**config.mk**
```make
export PLATFORM = sky130hd
export DESIGN_NAME = idle_sine_modulator_flat
export DESIGN_NICKNAME = d
export VERILOG_FILES = /design/src/rtl/core/ism_pkg.sv /design/src/rtl/core/ism_channels.sv /design/src/rtl/core/idle_sine_modulator.sv /design/src/flat_wrapper.sv
export SDC_FILE = /design/constraint.sdc
export NUM_CORES = 1
export LEC_CHECK = 0
export BUFFER_PORTS_ARGS = -buffer_cell sky130_fd_sc_hd__buf_2
export CORE_MARGIN = 2
export CORE_UTILIZATION = 55
export DETAILED_ROUTE_END_ITERATION = 6
export GPL_TIMING_DRIVEN = 0
export PLACE_DENSITY = 0.73
export SLEW_MARGIN = 20
export SYNTH_ARGS = -nofsm -noshare
export SYNTH_HDL_FRONTEND = slang
export SYNTH_SLANG_ARGS = --single-unit
```
**constraint.sdc**
```tcl
create_clock -name i_clk -period 9.6 [get_ports i_clk]
set_input_delay 0.96 -clock i_clk [delete_from_list [all_inputs] [get_ports i_clk]]
set_output_delay 0.96 -clock i_clk [all_outputs]
set_load 0.02 [all_outputs]
```
**src/rtl/core/ism_pkg.sv**
```systemverilog
// ----------------------------------------------------------------------------
// Idle sine modulator package
// Field widths, register and step codes, microcode and constant tables.
// ----------------------------------------------------------------------------
package ism_pkg;

    // phase and sine geometry
    localparam int PHASE_BITS   = 16;
    localparam int SINE_ENTRIES = 256;
    localparam int WARM_TEMP    = 60;
    localparam int SINE_BITS    = $clog2(SINE_ENTRIES);
    localparam int QTR_SIZE     = SINE_ENTRIES / 4;
    localparam int QTR_ENTRIES  = QTR_SIZE + 1;
    localparam int QTR_BITS     = $clog2(QTR_ENTRIES);
    localparam int Q_W          = 15;

    // item fields
    localparam int RPM_W    = 14;
    localparam int TPS_W    = 7;
    localparam int CLT_W    = 9;
    localparam int EFFECT_W = 16;
    localparam int TIMING_W = 13;
    localparam int FUEL_W   = 15;

    // configuration registers
    localparam int CFG_IDX_W  = 3;
    localparam int CFG_DATA_W = 11;
    localparam int AMP_W      = 7;
    localparam int PERIOD_W   = 5;
    localparam int TSPAN_W    = 5;
    localparam int FSPAN_W    = 6;
    localparam int RPMLIM_W   = 11;
    localparam int TPSLIM_W   = 5;
    localparam int PERIOD_COUNT = 1 << PERIOD_W;

    localparam int AMP_MAX   = 100;
    localparam int TSPAN_MAX = 10;
    localparam int FSPAN_MAX = 20;
    localparam int TSPAN_MAG_W = 4;
    localparam int FSPAN_MAG_W = 5;

    // shared multiplier and the divide-by-100 reciprocal (exact for inputs below 2^22)
    localparam int MUL_A_W    = 22;
    localparam int MUL_B_W    = 23;
    localparam int MUL_P_W    = MUL_A_W + MUL_B_W;
    localparam int DIV_SHIFT  = 29;
    localparam int DIV100_MUL = 5368710;
    localparam int BIAS_100   = 50;
    localparam int BIAS_200   = 100;
    localparam int TIM_BIAS   = 64;
    localparam int TIM_SHIFT  = 7;
    localparam int TIM_PROD_W = 19;
    localparam int FUEL_PROD_W = 21;
    localparam int FUEL_NEUTRAL = 16384;
    // smallest magnitude with 10 * mag > 7 * 32768
    localparam int SKIP_MAG_MIN = (7 * 32768) / 10 + 1;

    typedef enum logic [CFG_IDX_W-1:0] {
        REG_RUMBLE_ENABLE,
        REG_AMPLITUDE,
        REG_PERIOD,
        REG_METHOD,
        REG_TIMING_SPAN,
        REG_FUEL_SPAN,
        REG_RPM_LIMIT,
        REG_THROTTLE_LIMIT
    } t_reg_idx;

    typedef enum logic [1:0] {
        METH_TIMING,
        METH_FUEL,
        METH_SPARK,
        METH_BOTH
    } t_method;

    // microcode
    typedef enum logic [2:0] {
        ST_CHECK,
        ST_AMP,
        ST_DIV,
        ST_TIM,
        ST_FSPAN,
        ST_FDIV,
        ST_FUEL,
        ST_EMIT
    } t_step;

    typedef enum logic [2:0] {
        A_SINE,
        A_RND100,
        A_QUO,
        A_MAG,
        A_RND200
    } t_asel;

    typedef enum logic [1:0] {
        B_AMP,
        B_RECIP,
        B_TSPAN,
        B_FSPAN
    } t_bsel;

    typedef enum logic [1:0] {
        C_NONE,
        C_NOT_IDLE,
        C_NO_FUEL
    } t_cond;

    typedef struct packed {
        t_asel asel;
        t_bsel bsel;
        logic  mul_en;
        logic  ld_phase;
        logic  ld_sign;
        logic  ld_mag;
        logic  ld_tim;
        logic  ld_fuel;
        logic  emit;
        t_cond cond;
        t_step target;
    } t_uop;

    function automatic t_uop uop_rom(t_step s);
        t_uop u;
        u = '{asel: A_SINE, bsel: B_AMP, mul_en: 1'b0, ld_phase: 1'b0, ld_sign: 1'b0,
              ld_mag: 1'b0, ld_tim: 1'b0, ld_fuel: 1'b0, emit: 1'b0, cond: C_NONE,
              target: ST_CHECK};
        unique case (s)
            ST_CHECK: begin
                u.ld_phase = 1'b1;
                u.cond     = C_NOT_IDLE;
                u.target   = ST_EMIT;
            end
            ST_AMP: begin
                u.asel    = A_SINE;
                u.bsel    = B_AMP;
                u.mul_en  = 1'b1;
                u.ld_sign = 1'b1;
            end
            ST_DIV: begin
                u.asel   = A_RND100;
                u.bsel   = B_RECIP;
                u.mul_en = 1'b1;
            end
            ST_TIM: begin
                u.asel   = A_QUO;
                u.bsel   = B_TSPAN;
                u.mul_en = 1'b1;
                u.ld_mag = 1'b1;
            end
            ST_FSPAN: begin
                u.asel   = A_MAG;
                u.bsel   = B_FSPAN;
                u.mul_en = 1'b1;
                u.ld_tim = 1'b1;
                u.cond   = C_NO_FUEL;
                u.target = ST_EMIT;
            end
            ST_FDIV: begin
                u.asel   = A_RND200;
                u.bsel   = B_RECIP;
                u.mul_en = 1'b1;
            end
            ST_FUEL: begin
                u.ld_fuel = 1'b1;
            end
            ST_EMIT: begin
                u.emit = 1'b1;
            end
        endcase
        return u;
    endfunction

    // phase increment per period setting: round(2^PHASE_BITS / (10 * period)),
    // period zero taken as one; shift-subtract division at elaboration
    function automatic logic [PERIOD_COUNT*PHASE_BITS-1:0] build_step_lut();
        logic [PERIOD_COUNT*PHASE_BITS-1:0] lut;
        logic [31:0] num;
        logic [31:0] den;
        logic [31:0] rem;
        logic [31:0] quo;
        int per;
        lut = '0;
        for (int p = 0; p < PERIOD_COUNT; p++) begin
            per = (p == 0) ? 1 : p;
            den = 32'(10 * per);
            num = 32'((1 << PHASE_BITS) + 5 * per);
            rem = '0;
            quo = '0;
            for (int b = 31; b >= 0; b--) begin
                rem = {rem[30:0], num[b]};
                if (rem >= den) begin
                    rem    = rem - den;
                    quo[b] = 1'b1;
                end
            end
            lut[p*PHASE_BITS +: PHASE_BITS] = quo[PHASE_BITS-1:0];
        end
        return lut;
    endfunction

    // quarter-wave sine magnitudes, odd Taylor series of degree 9 in Q30
    function automatic logic [QTR_ENTRIES*Q_W-1:0] build_sine_qtr();
        logic [QTR_ENTRIES*Q_W-1:0] lut;
        logic [63:0] x;
        logic [63:0] x2;
        logic [63:0] p;
        logic [63:0] mag;
        lut = '0;
        for (int k = 0; k < QTR_ENTRIES; k++) begin
            x   = (64'(4 * k) << 30) / 64'(SINE_ENTRIES);
            x2  = (x * x) >> 30;
            p   = 64'd5026980 - ((64'd172271 * x2) >> 30);
            p   = 64'd85568393 - ((p * x2) >> 30);
            p   = 64'd693598337 - ((p * x2) >> 30);
            p   = 64'd1686629713 - ((p * x2) >> 30);
            p   = (p * x) >> 30;
            mag = (p * 64'd32767 + (64'd1 << 29)) >> 30;
            if (mag > 64'd32767) begin
                mag = 64'd32767;
            end
            lut[k*Q_W +: Q_W] = mag[Q_W-1:0];
        end
        return lut;
    endfunction

    localparam logic [PERIOD_COUNT*PHASE_BITS-1:0] STEP_LUT = build_step_lut();
    localparam logic [QTR_ENTRIES*Q_W-1:0]         SINE_QTR = build_sine_qtr();

endpackage

```
**src/rtl/core/ism_channels.sv**
```systemverilog
// ----------------------------------------------------------------------------
// Idle sine modulator channels
// Valid/ready channels for input items, result items and register writes.
// ----------------------------------------------------------------------------
interface ism_item_if;
    logic                              valid;
    logic                              ready;
    logic [ism_pkg::RPM_W-1:0]         engine_speed;
    logic [ism_pkg::TPS_W-1:0]         throttle_percent;
    logic signed [ism_pkg::CLT_W-1:0]  coolant_temp;
    logic                              engine_running;

    modport source (output valid, engine_speed, throttle_percent, coolant_temp,
                    engine_running, input ready);
    modport sink   (input valid, engine_speed, throttle_percent, coolant_temp,
                    engine_running, output ready);
endinterface

interface ism_result_if;
    logic                                 valid;
    logic                                 ready;
    logic signed [ism_pkg::EFFECT_W-1:0]  effect_value;
    logic signed [ism_pkg::TIMING_W-1:0]  timing_offset;
    logic [ism_pkg::FUEL_W-1:0]           fuel_factor;
    logic                                 skip_spark;

    modport source (output valid, effect_value, timing_offset, fuel_factor, skip_spark,
                    input ready);
    modport sink   (input valid, effect_value, timing_offset, fuel_factor, skip_spark,
                    output ready);
endinterface

interface ism_cfg_if;
    logic                            valid;
    logic                            ready;
    logic [ism_pkg::CFG_IDX_W-1:0]   index;
    logic [ism_pkg::CFG_DATA_W-1:0]  data;

    modport source (output valid, index, data, input ready);
    modport sink   (input valid, index, data, output ready);
endinterface

```
**src/rtl/core/idle_sine_modulator.sv**
```systemverilog
// ----------------------------------------------------------------------------
// Idle sine modulator
// Idle detection, phase advance, sine lookup and timing/fuel/spark outputs.
// ----------------------------------------------------------------------------
// Use: one input item per engine tick arrives on i_item (engine speed, throttle,
// coolant temperature, running flag); one result item per input leaves on
// o_result (scaled sine effect, timing offset, fuel factor, spark skip flag).
// Registers are written through i_cfg, index per register, one write a cycle,
// always ready; write them only while no item is in flight.
// Work is done by a microcoded sequencer: a step counter walks a small control
// ROM whose words steer one shared multiplier and the result registers, with
// conditional jumps that leave out the sine and fuel steps where not needed.
// Off idle the program runs only its check and emit steps; at idle it also runs
// the sine and timing steps, and the fuel steps only with a fuel method. An item
// is accepted only while the sequencer is free, so no new item is taken before the
// last one has been emitted; the shared multiplier gives one product per step.
// The result register decouples the two sides: a stalled receiver holds the
// result on o_result and the next item is still taken and worked on; the
// sequencer then holds at its last step until the result register frees.
// Reset (synchronous, active low) clears the phase, loads register defaults
// and empties the sequencer and result register.
// ----------------------------------------------------------------------------
module idle_sine_modulator (
    input  logic        i_clk,
    input  logic        i_rst_n,
    ism_item_if.sink    i_item,
    ism_cfg_if.sink     i_cfg,
    ism_result_if.source o_result
);
    import ism_pkg::*;

    // configuration
    logic                       r_rumble_enable;
    logic [AMP_W-1:0]           r_amplitude;
    logic [PERIOD_W-1:0]        r_period;
    t_method                    r_method;
    logic signed [TSPAN_W-1:0]  r_tspan;
    logic signed [FSPAN_W-1:0]  r_fspan;
    logic [RPMLIM_W-1:0]        r_rpm_limit;
    logic [TPSLIM_W-1:0]        r_tps_limit;

    // sequencer
    logic       r_busy;
    t_step      r_pc;
    t_step      n_pc;
    t_uop       uop;
    logic       jump;
    logic       can_emit;

    // latched item
    logic [RPM_W-1:0]         r_rpm;
    logic [TPS_W-1:0]         r_tps;
    logic signed [CLT_W-1:0]  r_clt;
    logic                     r_run;
    logic                     idle;

    // datapath
    logic [PHASE_BITS-1:0]      r_phase;
    logic [PHASE_BITS-1:0]      n_phase;
    logic [MUL_P_W-1:0]         r_prod;
    logic [Q_W-1:0]             r_mag;
    logic                       r_neg;
    logic                       r_skip;
    logic signed [TIMING_W-1:0] r_tim;
    logic [FUEL_W-1:0]          r_fuel;

    logic [SINE_BITS-1:0]       sine_idx;
    logic [1:0]                 sine_quad;
    logic [QTR_BITS-1:0]        sine_k;
    logic [Q_W-1:0]             sine_mag;
    logic [AMP_W-1:0]           amp_sat;
    logic signed [TSPAN_W-1:0]  tspan_clamp;
    logic [TSPAN_W-1:0]         tspan_abs;
    logic signed [FSPAN_W-1:0]  fspan_clamp;
    logic [FSPAN_W-1:0]         fspan_abs;
    logic [Q_W-1:0]             quo;
    logic [FUEL_PROD_W-1:0]     fuel_sum;
    logic [TIM_PROD_W-1:0]      tim_sum;
    logic [TIMING_W-1:0]        tim_mag;
    logic [MUL_A_W-1:0]         mul_a;
    logic [MUL_B_W-1:0]         mul_b;
    logic [MUL_P_W-1:0]         mul_p;
    logic                       timing_on;
    logic                       fuel_on;

    // result register
    logic                       r_out_valid;
    logic signed [EFFECT_W-1:0] r_out_effect;
    logic signed [TIMING_W-1:0] r_out_timing;
    logic [FUEL_W-1:0]          r_out_fuel;
    logic                       r_out_skip;

    // ------------------------------------------------------------------
    // Control word and idle decision
    // ------------------------------------------------------------------
    assign uop = uop_rom(r_pc);

    assign idle = r_rumble_enable
               && (r_rpm <= RPM_W'(r_rpm_limit))
               && (r_tps <= TPS_W'(r_tps_limit))
               && r_run
               && (r_clt >= CLT_W'(WARM_TEMP));

    assign timing_on = (r_method == METH_TIMING) || (r_method == METH_BOTH);
    assign fuel_on   = (r_method == METH_FUEL)   || (r_method == METH_BOTH);
    assign can_emit  = !r_out_valid || o_result.ready;

    always_comb begin
        case (uop.cond)
            C_NOT_IDLE: jump = !idle;
            C_NO_FUEL:  jump = !fuel_on;
            default:    jump = 1'b0;
        endcase
    end

    always_comb begin
        if (uop.emit) begin
            n_pc = can_emit ? ST_CHECK : r_pc;
        end else if (jump) begin
            n_pc = uop.target;
        end else begin
            n_pc = t_step'(3'(r_pc) + 3'd1);
        end
    end

    // ------------------------------------------------------------------
    // Phase advance and sine lookup: quadrant picks mirror and sign
    // ------------------------------------------------------------------
    assign n_phase   = idle ? r_phase + STEP_LUT[r_period*PHASE_BITS +: PHASE_BITS]
                            : '0;
    assign sine_idx  = r_phase[PHASE_BITS-1 -: SINE_BITS];
    assign sine_quad = sine_idx[SINE_BITS-1 -: 2];
    assign sine_k    = sine_quad[0]
                     ? QTR_BITS'(QTR_SIZE) - QTR_BITS'(sine_idx[SINE_BITS-3:0])
                     : QTR_BITS'(sine_idx[SINE_BITS-3:0]);
    assign sine_mag  = SINE_QTR[sine_k*Q_W +: Q_W];

    // saturate amplitude and spans, split spans into sign and magnitude
    assign amp_sat = (r_amplitude > AMP_W'(AMP_MAX)) ? AMP_W'(AMP_MAX) : r_amplitude;

    always_comb begin
        if (r_tspan > TSPAN_W'(TSPAN_MAX)) begin
            tspan_clamp = TSPAN_W'(TSPAN_MAX);
        end else if (r_tspan < -TSPAN_W'(TSPAN_MAX)) begin
            tspan_clamp = -TSPAN_W'(TSPAN_MAX);
        end else begin
            tspan_clamp = r_tspan;
        end
        if (r_fspan > FSPAN_W'(FSPAN_MAX)) begin
            fspan_clamp = FSPAN_W'(FSPAN_MAX);
        end else if (r_fspan < -FSPAN_W'(FSPAN_MAX)) begin
            fspan_clamp = -FSPAN_W'(FSPAN_MAX);
        end else begin
            fspan_clamp = r_fspan;
        end
    end

    assign tspan_abs = tspan_clamp[TSPAN_W-1] ? -tspan_clamp : tspan_clamp;
    assign fspan_abs = fspan_clamp[FSPAN_W-1] ? -fspan_clamp : fspan_clamp;

    // quotient of the last reciprocal product, i.e. floor(x / 100)
    assign quo      = r_prod[DIV_SHIFT +: Q_W];
    assign fuel_sum = r_prod[FUEL_PROD_W-1:0] + FUEL_PROD_W'(BIAS_200);
    assign tim_sum  = r_prod[TIM_PROD_W-1:0] + TIM_PROD_W'(TIM_BIAS);
    assign tim_mag  = TIMING_W'(tim_sum[TIM_PROD_W-1:TIM_SHIFT]);

    // ------------------------------------------------------------------
    // Shared multiplier, operands chosen by the control word
    // ------------------------------------------------------------------
    always_comb begin
        case (uop.asel)
            A_SINE:   mul_a = MUL_A_W'(sine_mag);
            A_RND100: mul_a = r_prod[MUL_A_W-1:0] + MUL_A_W'(BIAS_100);
            A_QUO:    mul_a = MUL_A_W'(quo);
            A_MAG:    mul_a = MUL_A_W'(r_mag);
            A_RND200: mul_a = MUL_A_W'(fuel_sum[FUEL_PROD_W-1:1]);
            default:  mul_a = '0;
        endcase
        case (uop.bsel)
            B_AMP:   mul_b = MUL_B_W'(amp_sat);
            B_RECIP: mul_b = MUL_B_W'(DIV100_MUL);
            B_TSPAN: mul_b = MUL_B_W'(tspan_abs[TSPAN_MAG_W-1:0]);
            B_FSPAN: mul_b = MUL_B_W'(fspan_abs[FSPAN_MAG_W-1:0]);
            default: mul_b = '0;
        endcase
    end

    assign mul_p = MUL_P_W'(mul_a) * MUL_P_W'(mul_b);

    // ------------------------------------------------------------------
    // Control state: configuration, sequencer, phase, result valid
    // ------------------------------------------------------------------
    always_ff @(posedge i_clk) begin
        if (!i_rst_n) begin
            r_rumble_enable <= 1'b0;
            r_amplitude     <= AMP_W'(50);
            r_period        <= PERIOD_W'(5);
            r_method        <= METH_BOTH;
            r_tspan         <= TSPAN_W'(4);
            r_fspan         <= FSPAN_W'(10);
            r_rpm_limit     <= RPMLIM_W'(1500);
            r_tps_limit     <= TPSLIM_W'(5);
            r_busy          <= 1'b0;
            r_pc            <= ST_CHECK;
            r_phase         <= '0;
            r_out_valid     <= 1'b0;
        end else begin
            if (i_cfg.valid) begin
                unique case (t_reg_idx'(i_cfg.index))
                    REG_RUMBLE_ENABLE:  r_rumble_enable <= i_cfg.data[0];
                    REG_AMPLITUDE:      r_amplitude     <= i_cfg.data[AMP_W-1:0];
                    REG_PERIOD:         r_period        <= i_cfg.data[PERIOD_W-1:0];
                    REG_METHOD:         r_method        <= t_method'(i_cfg.data[1:0]);
                    REG_TIMING_SPAN:    r_tspan         <= i_cfg.data[TSPAN_W-1:0];
                    REG_FUEL_SPAN:      r_fspan         <= i_cfg.data[FSPAN_W-1:0];
                    REG_RPM_LIMIT:      r_rpm_limit     <= i_cfg.data[RPMLIM_W-1:0];
                    REG_THROTTLE_LIMIT: r_tps_limit     <= i_cfg.data[TPSLIM_W-1:0];
                endcase
            end

            // load a fresh result, else drop the one taken by the receiver
            if (r_busy && uop.emit && can_emit) begin
                r_out_valid <= 1'b1;
            end else if (o_result.ready) begin
                r_out_valid <= 1'b0;
            end

            if (!r_busy) begin
                if (i_item.valid) begin
                    r_busy <= 1'b1;
                    r_pc   <= ST_CHECK;
                end
            end else begin
                r_pc <= n_pc;
                if (uop.ld_phase) begin
                    r_phase <= n_phase;
                end
                if (uop.emit && can_emit) begin
                    r_busy <= 1'b0;
                end
            end
        end
    end

    // ------------------------------------------------------------------
    // Payload: latched item, working registers, result register
    // ------------------------------------------------------------------
    always_ff @(posedge i_clk) begin
        if (!r_busy && i_item.valid) begin
            // latch the item and preset neutral outputs
            r_rpm  <= i_item.engine_speed;
            r_tps  <= i_item.throttle_percent;
            r_clt  <= i_item.coolant_temp;
            r_run  <= i_item.engine_running;
            r_mag  <= '0;
            r_neg  <= 1'b0;
            r_skip <= 1'b0;
            r_tim  <= '0;
            r_fuel <= FUEL_W'(FUEL_NEUTRAL);
        end else if (r_busy) begin
            if (uop.mul_en) begin
                r_prod <= mul_p;
            end
            if (uop.ld_sign) begin
                r_neg <= sine_quad[1];
            end
            if (uop.ld_mag) begin
                r_mag  <= quo;
                r_skip <= (r_method == METH_SPARK) && r_neg && (quo >= Q_W'(SKIP_MAG_MIN));
            end
            if (uop.ld_tim && timing_on) begin
                r_tim <= (r_neg ^ tspan_clamp[TSPAN_W-1]) ? -tim_mag : tim_mag;
            end
            if (uop.ld_fuel) begin
                r_fuel <= (r_neg ^ fspan_clamp[FSPAN_W-1])
                        ? FUEL_W'(FUEL_NEUTRAL) - quo
                        : FUEL_W'(FUEL_NEUTRAL) + quo;
            end
            if (uop.emit && can_emit) begin
                r_out_effect <= r_neg ? -EFFECT_W'(r_mag) : EFFECT_W'(r_mag);
                r_out_timing <= r_tim;
                r_out_fuel   <= r_fuel;
                r_out_skip   <= r_skip;
            end
        end
    end

    assign i_item.ready          = !r_busy;
    assign i_cfg.ready           = 1'b1;
    assign o_result.valid        = r_out_valid;
    assign o_result.effect_value = r_out_effect;
    assign o_result.timing_offset = r_out_timing;
    assign o_result.fuel_factor  = r_out_fuel;
    assign o_result.skip_spark   = r_out_skip;

`ifndef NO_ASSERTIONS
    // a free sequencer always sits at its first step
    a_free_at_start: assert property (@(posedge i_clk) disable iff (!i_rst_n)
        !r_busy |-> r_pc == ST_CHECK)
        else $error("sequencer free away from its first step");

    // an accepted item starts the program
    a_accept_starts: assert property (@(posedge i_clk) disable iff (!i_rst_n)
        (i_item.valid && i_item.ready) |=> (r_busy && r_pc == ST_CHECK))
        else $error("accepted item did not start the program");

    // a spark skip only goes with a negative effect
    a_skip_negative: assert property (@(posedge i_clk) disable iff (!i_rst_n)
        (r_out_valid && r_out_skip) |-> r_out_effect[EFFECT_W-1])
        else $error("spark skip with non-negative effect");

    // a zero effect leaves timing and fuel neutral
    a_zero_neutral: assert property (@(posedge i_clk) disable iff (!i_rst_n)
        (r_out_valid && r_out_effect == '0)
            |-> (r_out_timing == '0 && r_out_fuel == FUEL_W'(FUEL_NEUTRAL)))
        else $error("zero effect with non-neutral timing or fuel");
`endif

endmodule

```
**src/flat_wrapper.sv**
```systemverilog
// flat-port wrapper written by rule: the top's interface ports become plain ports
module idle_sine_modulator_flat import ism_pkg::*;
  (i_clk, i_rst_n, i_item_valid, i_item_engine_speed, i_item_throttle_percent, i_item_coolant_temp, i_item_engine_running, i_item_ready, i_cfg_valid, i_cfg_index, i_cfg_data, i_cfg_ready, o_result_valid, o_result_effect_value, o_result_timing_offset, o_result_fuel_factor, o_result_skip_spark, o_result_ready);
  ism_item_if i_item_i ();
  ism_cfg_if i_cfg_i ();
  ism_result_if o_result_i ();
  input  logic i_clk;
  input  logic i_rst_n;
  input wire logic [$bits(i_item_i.valid)-1:0] i_item_valid;
  input wire logic [$bits(i_item_i.engine_speed)-1:0] i_item_engine_speed;
  input wire logic [$bits(i_item_i.throttle_percent)-1:0] i_item_throttle_percent;
  input wire logic [$bits(i_item_i.coolant_temp)-1:0] i_item_coolant_temp;
  input wire logic [$bits(i_item_i.engine_running)-1:0] i_item_engine_running;
  output wire logic [$bits(i_item_i.ready)-1:0] i_item_ready;
  input wire logic [$bits(i_cfg_i.valid)-1:0] i_cfg_valid;
  input wire logic [$bits(i_cfg_i.index)-1:0] i_cfg_index;
  input wire logic [$bits(i_cfg_i.data)-1:0] i_cfg_data;
  output wire logic [$bits(i_cfg_i.ready)-1:0] i_cfg_ready;
  output wire logic [$bits(o_result_i.valid)-1:0] o_result_valid;
  output wire logic [$bits(o_result_i.effect_value)-1:0] o_result_effect_value;
  output wire logic [$bits(o_result_i.timing_offset)-1:0] o_result_timing_offset;
  output wire logic [$bits(o_result_i.fuel_factor)-1:0] o_result_fuel_factor;
  output wire logic [$bits(o_result_i.skip_spark)-1:0] o_result_skip_spark;
  input wire logic [$bits(o_result_i.ready)-1:0] o_result_ready;
  assign i_item_i.valid = i_item_valid;
  assign i_item_i.engine_speed = i_item_engine_speed;
  assign i_item_i.throttle_percent = i_item_throttle_percent;
  assign i_item_i.coolant_temp = i_item_coolant_temp;
  assign i_item_i.engine_running = i_item_engine_running;
  assign i_item_ready = i_item_i.ready;
  assign i_cfg_i.valid = i_cfg_valid;
  assign i_cfg_i.index = i_cfg_index;
  assign i_cfg_i.data = i_cfg_data;
  assign i_cfg_ready = i_cfg_i.ready;
  assign o_result_valid = o_result_i.valid;
  assign o_result_effect_value = o_result_i.effect_value;
  assign o_result_timing_offset = o_result_i.timing_offset;
  assign o_result_fuel_factor = o_result_i.fuel_factor;
  assign o_result_skip_spark = o_result_i.skip_spark;
  assign o_result_i.ready = o_result_ready;
  idle_sine_modulator u_core (.i_clk(i_clk), .i_rst_n(i_rst_n), .i_item(i_item_i), .i_cfg(i_cfg_i), .o_result(o_result_i));
endmodule
```
Yosys cells after proc, flatten, opt, wreduce, memory -nomap -nowiden

Cells that the tools add are included.

Bits in registers: 228
Input port bits: 50
Word-level logic and storage cells: 156

Add/sub/neg operators: 12
Multiply operators: 2
Magnitude comparators: 9
Equal/unequal tests: 27
Shifts and indexed selects: 2
Multiplexer cells: 33
Bitwise gates (word level): 3
Reduce and logical (&&, ||, !) cells: 41

Operators by type and width:

| kind                       | number |
|---|---|
| $shiftx 975x12->15 const A | 1 |
| $shiftx 512x10->16 const A | 1 |
| $pmux 22 s5                | 1 |
| $pmux 23 s4                | 1 |
| $mul 22x23->44             | 1 |
| $mux 15                    | 2 |
| $pmux 6 s5                 | 1 |
| $reduce_and 2->1           | 14 |
| $eq 3x3->1 const B         | 9 |
| $add 22x6->22 const B      | 1 |
| $add 21x7->21 const B      | 1 |
| $add 19x7->19 const B      | 1 |
| $eq 3x2->1 const B         | 6 |
| $add 16x16->16             | 1 |
| $mux 16                    | 1 |
| $neg 15->16                | 1 |
| $add 15x15->15 const A     | 1 |
| $ge 15x15->1 const B       | 1 |
| $mux 3                     | 5 |
| $mux 5                     | 3 |
| $sub 15x15->15 const A     | 1 |
| $le 14x11->1               | 1 |
| $mux 7                     | 2 |
| $mux 13                    | 1 |
| 31 further kinds           | 71 |

Logic depth before layout (Yosys ltp)

Depth after elaboration: 10
Gate-level depth with buffers: 38

Worst setup path after synthesis

OpenSTA, ideal clock, no wires.

Path type: reg-to-reg
Start point: register u_core.r_phase[8]
End point: register u_core.r_prod[40], data pin
Data arrival time: 9.206 ns
Required time: 9.336 ns
Path slack: 0.130 ns
Cell stages (with the launch flop): 35
Buffers on the path: 3
Cells stage by stage: dfxtp_1 > buf_4 > inv_1 > ha_1 > nand2_1 > o21ai_2 > inv_1 > clkbuf_1 > ha_1 > clkbuf_1 > o21ai_0 > a21oi_1 > o311ai_0 > a31oi_1 > o21ai_0 > inv_1 > ha_1 > inv_1 > fa_1 > fa_1 > inv_1 > fa_1 > fa_1 > fa_1 > inv_1 > fa_1 > inv_1 > ha_1 > and3_1 > a311o_1 > a31o_2 > a2111oi_2 > o21bai_1 > a311oi_1 > xnor2_1

Cells in the longest elaborated chain, start to end: 6

RTL lines:

| item                   | line                       | source |
|---|---|---|
| start, declared        | idle_sine_modulator.sv:58  | `logic [PHASE_BITS-1:0] r_phase;` |
| start signal, assigned | idle_sine_modulator.sv:236 | `r_phase <= n_phase;` |
| $sub 7x6->7            | idle_sine_modulator.sv:134 | `? QTR_BITS'(QTR_SIZE) - QTR_BITS'(sine_idx[SINE_BITS-3:0])` |
| $mux 7 *               | idle_sine_modulator.sv:134 |  |
| $mul 7x4->11 *         | idle_sine_modulator.sv:136 | `assign sine_mag = SINE_QTR[sine_k*Q_W +: Q_W];` |
| $shiftx 975x12->15 *   | idle_sine_modulator.sv:136 |  |
| $pmux 22 s5 *          | idle_sine_modulator.sv:171 | `case (uop.asel)` |
| $mul 22x23->44 *       | idle_sine_modulator.sv:188 | `assign mul_p = MUL_P_W'(mul_a) * MUL_P_W'(mul_b);` |
| net u_core.mul_p[40]   | idle_sine_modulator.sv:82  | `logic [MUL_P_W-1:0] mul_p;` |
| end signal, assigned   | idle_sine_modulator.sv:262 | `r_prod <= mul_p;` |
| end, declared          | idle_sine_modulator.sv:60  | `logic [MUL_P_W-1:0] r_prod;` |

Mark *: on every way through the listed nets, which the timed path passes. The rest lies on a longest branch.
A chain may end at the register's enable or synchronous reset.

Worst setup path after layout

Start point: register u_core.r_phase[8]
End point: register u_core.r_prod[43], data pin

Same word-level chain as after synthesis.

==> flow_metrics.env <==
export IMPL_status="complete, no violations"
export IMPL_start_util_pct=55.8
export IMPL_dp_slack_ns=-2.53
export IMPL_min_path_type="reg2reg"
export IMPL_fillers=3803
export IMPL_async_reset_ff_share_pct=0
export IMPL_finalSetupViolations=0
export IMPL_synth_area_um2=25300
export IMPL_grt_pass1_vias=21100
export IMPL_synthTopCellsByArea="fa_1, ha_1, edfxtp_1, dfxtp_1, inv_1"
export IMPL_synth_edff_count=111
export IMPL_fp_row_count=78
export IMPL_clk_latency_ns=0.53
export IMPL_nNetsFinal=3553
export IMPL_min_period_over_period_pct=97.2
export IMPL_clockRootBuffer="clkbuf_16"
export IMPL_slew_violations=0
export IMPL_htree_num_levels=1
export IMPL_gr_total_overflow=0
export IMPL_ant_nets=0
export IMPL_leakage_nw=13.4
export IMPL_cp_slowest_stage_delay_ns=0.59
export IMPL_max_slew_margin_pct=24.7
export IMPL_wl_per_cell_um=20.7
export IMPL_cp_data_arrival_time_ns=9.60
export IMPL_track_usage_pct=31.3
export IMPL_place_congestion=0.963
export IMPL_drt_wl_total_mm=73.7
export IMPL_syn_to_final_growth_pct=13.0
export IMPL_grt_max_degree=32
export IMPL_cts_buffers=22
export IMPL_drtIter0Drc=2129
export IMPL_synthFlopType="edfxtp_1"
export IMPL_die_area_um2=47800
export IMPL_finalHoldViolCount=0
export IMPL_yosysWarningCount=0
export IMPL_vias=21000
export IMPL_fin_skew_ns=0.0151
export IMPL_ys_types=90
export IMPL_ys_seq_area_share_pct=21.7
export IMPL_die_y_um=219
export IMPL_drive_above_1_share_pct=12.3
export IMPL_avgSynthCellArea_um2=9.11
export IMPL_cp_start_kind="flop"
export IMPL_tightest_slew_ns=1.12
export IMPL_synth_most_common_cell="inv_1"
export IMPL_coreArea_um2=45400
export IMPL_synth_common_cells="inv_1, nand2_1, ha_1"
export IMPL_grt_pass1_wl_mm=117
export IMPL_clock_fmax_mhz=107
export IMPL_antenna_found_initial=0
export IMPL_cp_common_cell="fa_1"
export IMPL_p_per_area_nw_per_um2=119
export IMPL_ir_worst_vdd_v=0.000153
export IMPL_cts_tree="built"
export IMPL_io_pins=98
export IMPL_crit_required_ns=9.87
export IMPL_dp_hpwl_mm=59.1
export IMPL_path_class="reg2reg"
export IMPL_postSynthCellCount=2779
export IMPL_fin_ws_ns=0.273
export IMPL_synth_area_leader_cell="fa_1"
export IMPL_dr_pass1_iters=7
export IMPL_clk_pin_slew_worst_paths_ns=0.06
export IMPL_cp_max_fo=13
export IMPL_cp_end_kind="flop"
export IMPL_diodes=0
export IMPL_die_w_um=219
export IMPL_crit_slowest_cell="or4_1"
export IMPL_fin_crit_ns=9.33
export IMPL_clockBufferDepth=3
export IMPL_drc=0
export IMPL_clkSinkCount=219
export IMPL_viasPerCell=5.90
export IMPL_whs_ns=0.433
export IMPL_port_buffers=92
export IMPL_fin_util_pct=63.1
export IMPL_synth_seq_cells=219
export IMPL_synth_top_area_share_pct=21.5
export IMPL_cap_violations=0
[worst max-delay path: cells and delay by family (launching register included)]
family	cells	cell delay [ns]
buf+inv	8	1.04
fa+ha+maj	10	4.22
compound gates	8	1.92
simple gates	5	1.17
xor+xnor	2	0.33
flops	1	0.37
[layer usage]
layer | routed length (um) | vias up | global-route usage, % | share of wire [%]
met5 | 0 | - | 0 | 0
met4 | 2760 | 0 | 11.3 | 3.7
met3 | 5930 | 154 | 4.65 | 8.0
met2 | 33000 | 952 | 49.4 | 45
met1 | 32100 | 10300 | 43.7 | 44
li1 | - | 9663 | - | -
[final cells by class]
type,instances,area (um2),share of cell area (%)
inverters,428,1610,5.64
flip-flops and latches,219,5500,19.2
multi-input cells,2040,18600,64.9
clock buffers,24,579,2.02
plain buffers,97,488,1.70
well taps,600,751,2.62
clock inverters,16,193,0.673
repair buffers,143,910,3.18
[sequential cells by signal, summed over array words and instances (netlist names), 5 cells and up]
register                       cells
u_core.r_tim                      13
u_core.r_period                    5
u_core.o_result.timing_offset     13
u_core.r_tps_limit                 5
u_core.r_rpm                      14
u_core.r_fspan                     6
u_core.o_result.effect_value      16
u_core.r_tspan                     5
u_core.r_mag                      15
u_core.r_clt                       7
u_core.r_amplitude                 7
u_core.r_fuel                     15
u_core.r_prod                     37
u_core.o_result.fuel_factor       15
u_core.r_tps                       7
u_core.r_phase                    16
u_core.r_rpm_limit                11
[where the power goes]
group          internal [W]  switching, W  total, W  leakage (nW)
Combinational      0.000500      0.000882   0.00138          11.1
Clock              0.000528      0.000389  0.000917         0.379
Sequential          0.00105     0.0000479   0.00109          1.92
Total               0.00208       0.00132   0.00339          13.4
[worst paths after layout]
path                                  startpoint                                  endpoint  slack [ns]  cells past startpoint
setup / recovery  u_core.r_phase[8]$_SDFFE_PN0P_               u_core.r_prod[43]$_DFFE_PP_        0.27                     33
setup reg to reg  u_core.r_phase[8]$_SDFFE_PN0P_               u_core.r_prod[43]$_DFFE_PP_        0.27                     33
hold / removal     u_core.r_fuel[8]$_SDFFE_PP0P_  u_core.o_result.fuel_factor[8]$_DFFE_PP_        0.43                      0
hold reg to reg    u_core.r_fuel[8]$_SDFFE_PP0P_  u_core.o_result.fuel_factor[8]$_DFFE_PP_        0.43                      0
[logic make-up after synthesis]
| family | Yosys count | share of synthesized area (%) |
|---|---|---|
| compound gates | 486 | 13.0 |
| simple gates | 800 | 14.7 |
| other cells | 2 | 0.0297 |
| flops | 219 | 21.7 |
| fa+ha+maj | 552 | 35.3 |
| mux | 57 | 2.48 |
| buf+inv | 529 | 8.00 |
| xor+xnor | 134 | 4.75 |
[through the flow]
step / total power [W] / std cells / instance area [um2] / setup TNS [ns]
after floorplan: 0.00200 / 2788 / 25400 / 0
after global placement: 0.00235 / 3480 / 26600 / -43.59
after detailed placement: 0.00238 / 3483 / 26700 / -42.27
after CTS: 0.00334 / 3539 / 28000 / 0
after global routing: 0.00360 / 3567 / 28600 / -0.00317
final: 0.00339 / 3567 / 28600 / 0
[cell usage in the layout, fill, tap and decap left out, types with 9 or more instances in the layout]
master | synthesis | layout
clkbuf_16 | 0 | 24
a21boi_0 | 13 | 13
a21o_1 | 14 | 14
o22ai_1 | 11 | 10
buf_4 | 6 | 49
o31ai_1 | 12 | 11
buf_2 | 14 | 100
inv_1 | 427 | 424
edfxtp_1 | 111 | 111
or2_2 | 12 | 11
nand2b_1 | 31 | 28
a31oi_1 | 20 | 17
xor2_1 | 51 | 50
conb_1 | 2 | 11
dfxtp_1 | 108 | 106
clkbuf_1 | 74 | 58
fa_1 | 272 | 268
nand4_1 | 9 | 9
nor3_1 | 45 | 41
or3_1 | 24 | 24
clkbuf_2 | 0 | 11
ha_1 | 280 | 265
a21oi_1 | 123 | 114
o21ai_0 | 99 | 90
o21a_1 | 15 | 14
o211ai_1 | 32 | 32
xnor2_1 | 80 | 79
a211oi_1 | 22 | 22
nor2_1 | 188 | 178
mux2i_1 | 47 | 45
a22oi_1 | 9 | 9
nor2b_1 | 37 | 36
and2_1 | 30 | 26
nand3_1 | 73 | 73
and3_1 | 23 | 22
nand2_1 | 285 | 278
[repair_timing]
item | CTS | global route
gates cloned | 0 | 1
endpoints found under the setup margin | 28 | 10
setup buffers | 18 | 29
resized for setup | 103 | 100
hold buffers | 0 | 0
pin swaps | 19 | 37
No activity file was read; power rests on OpenSTA's default activity.
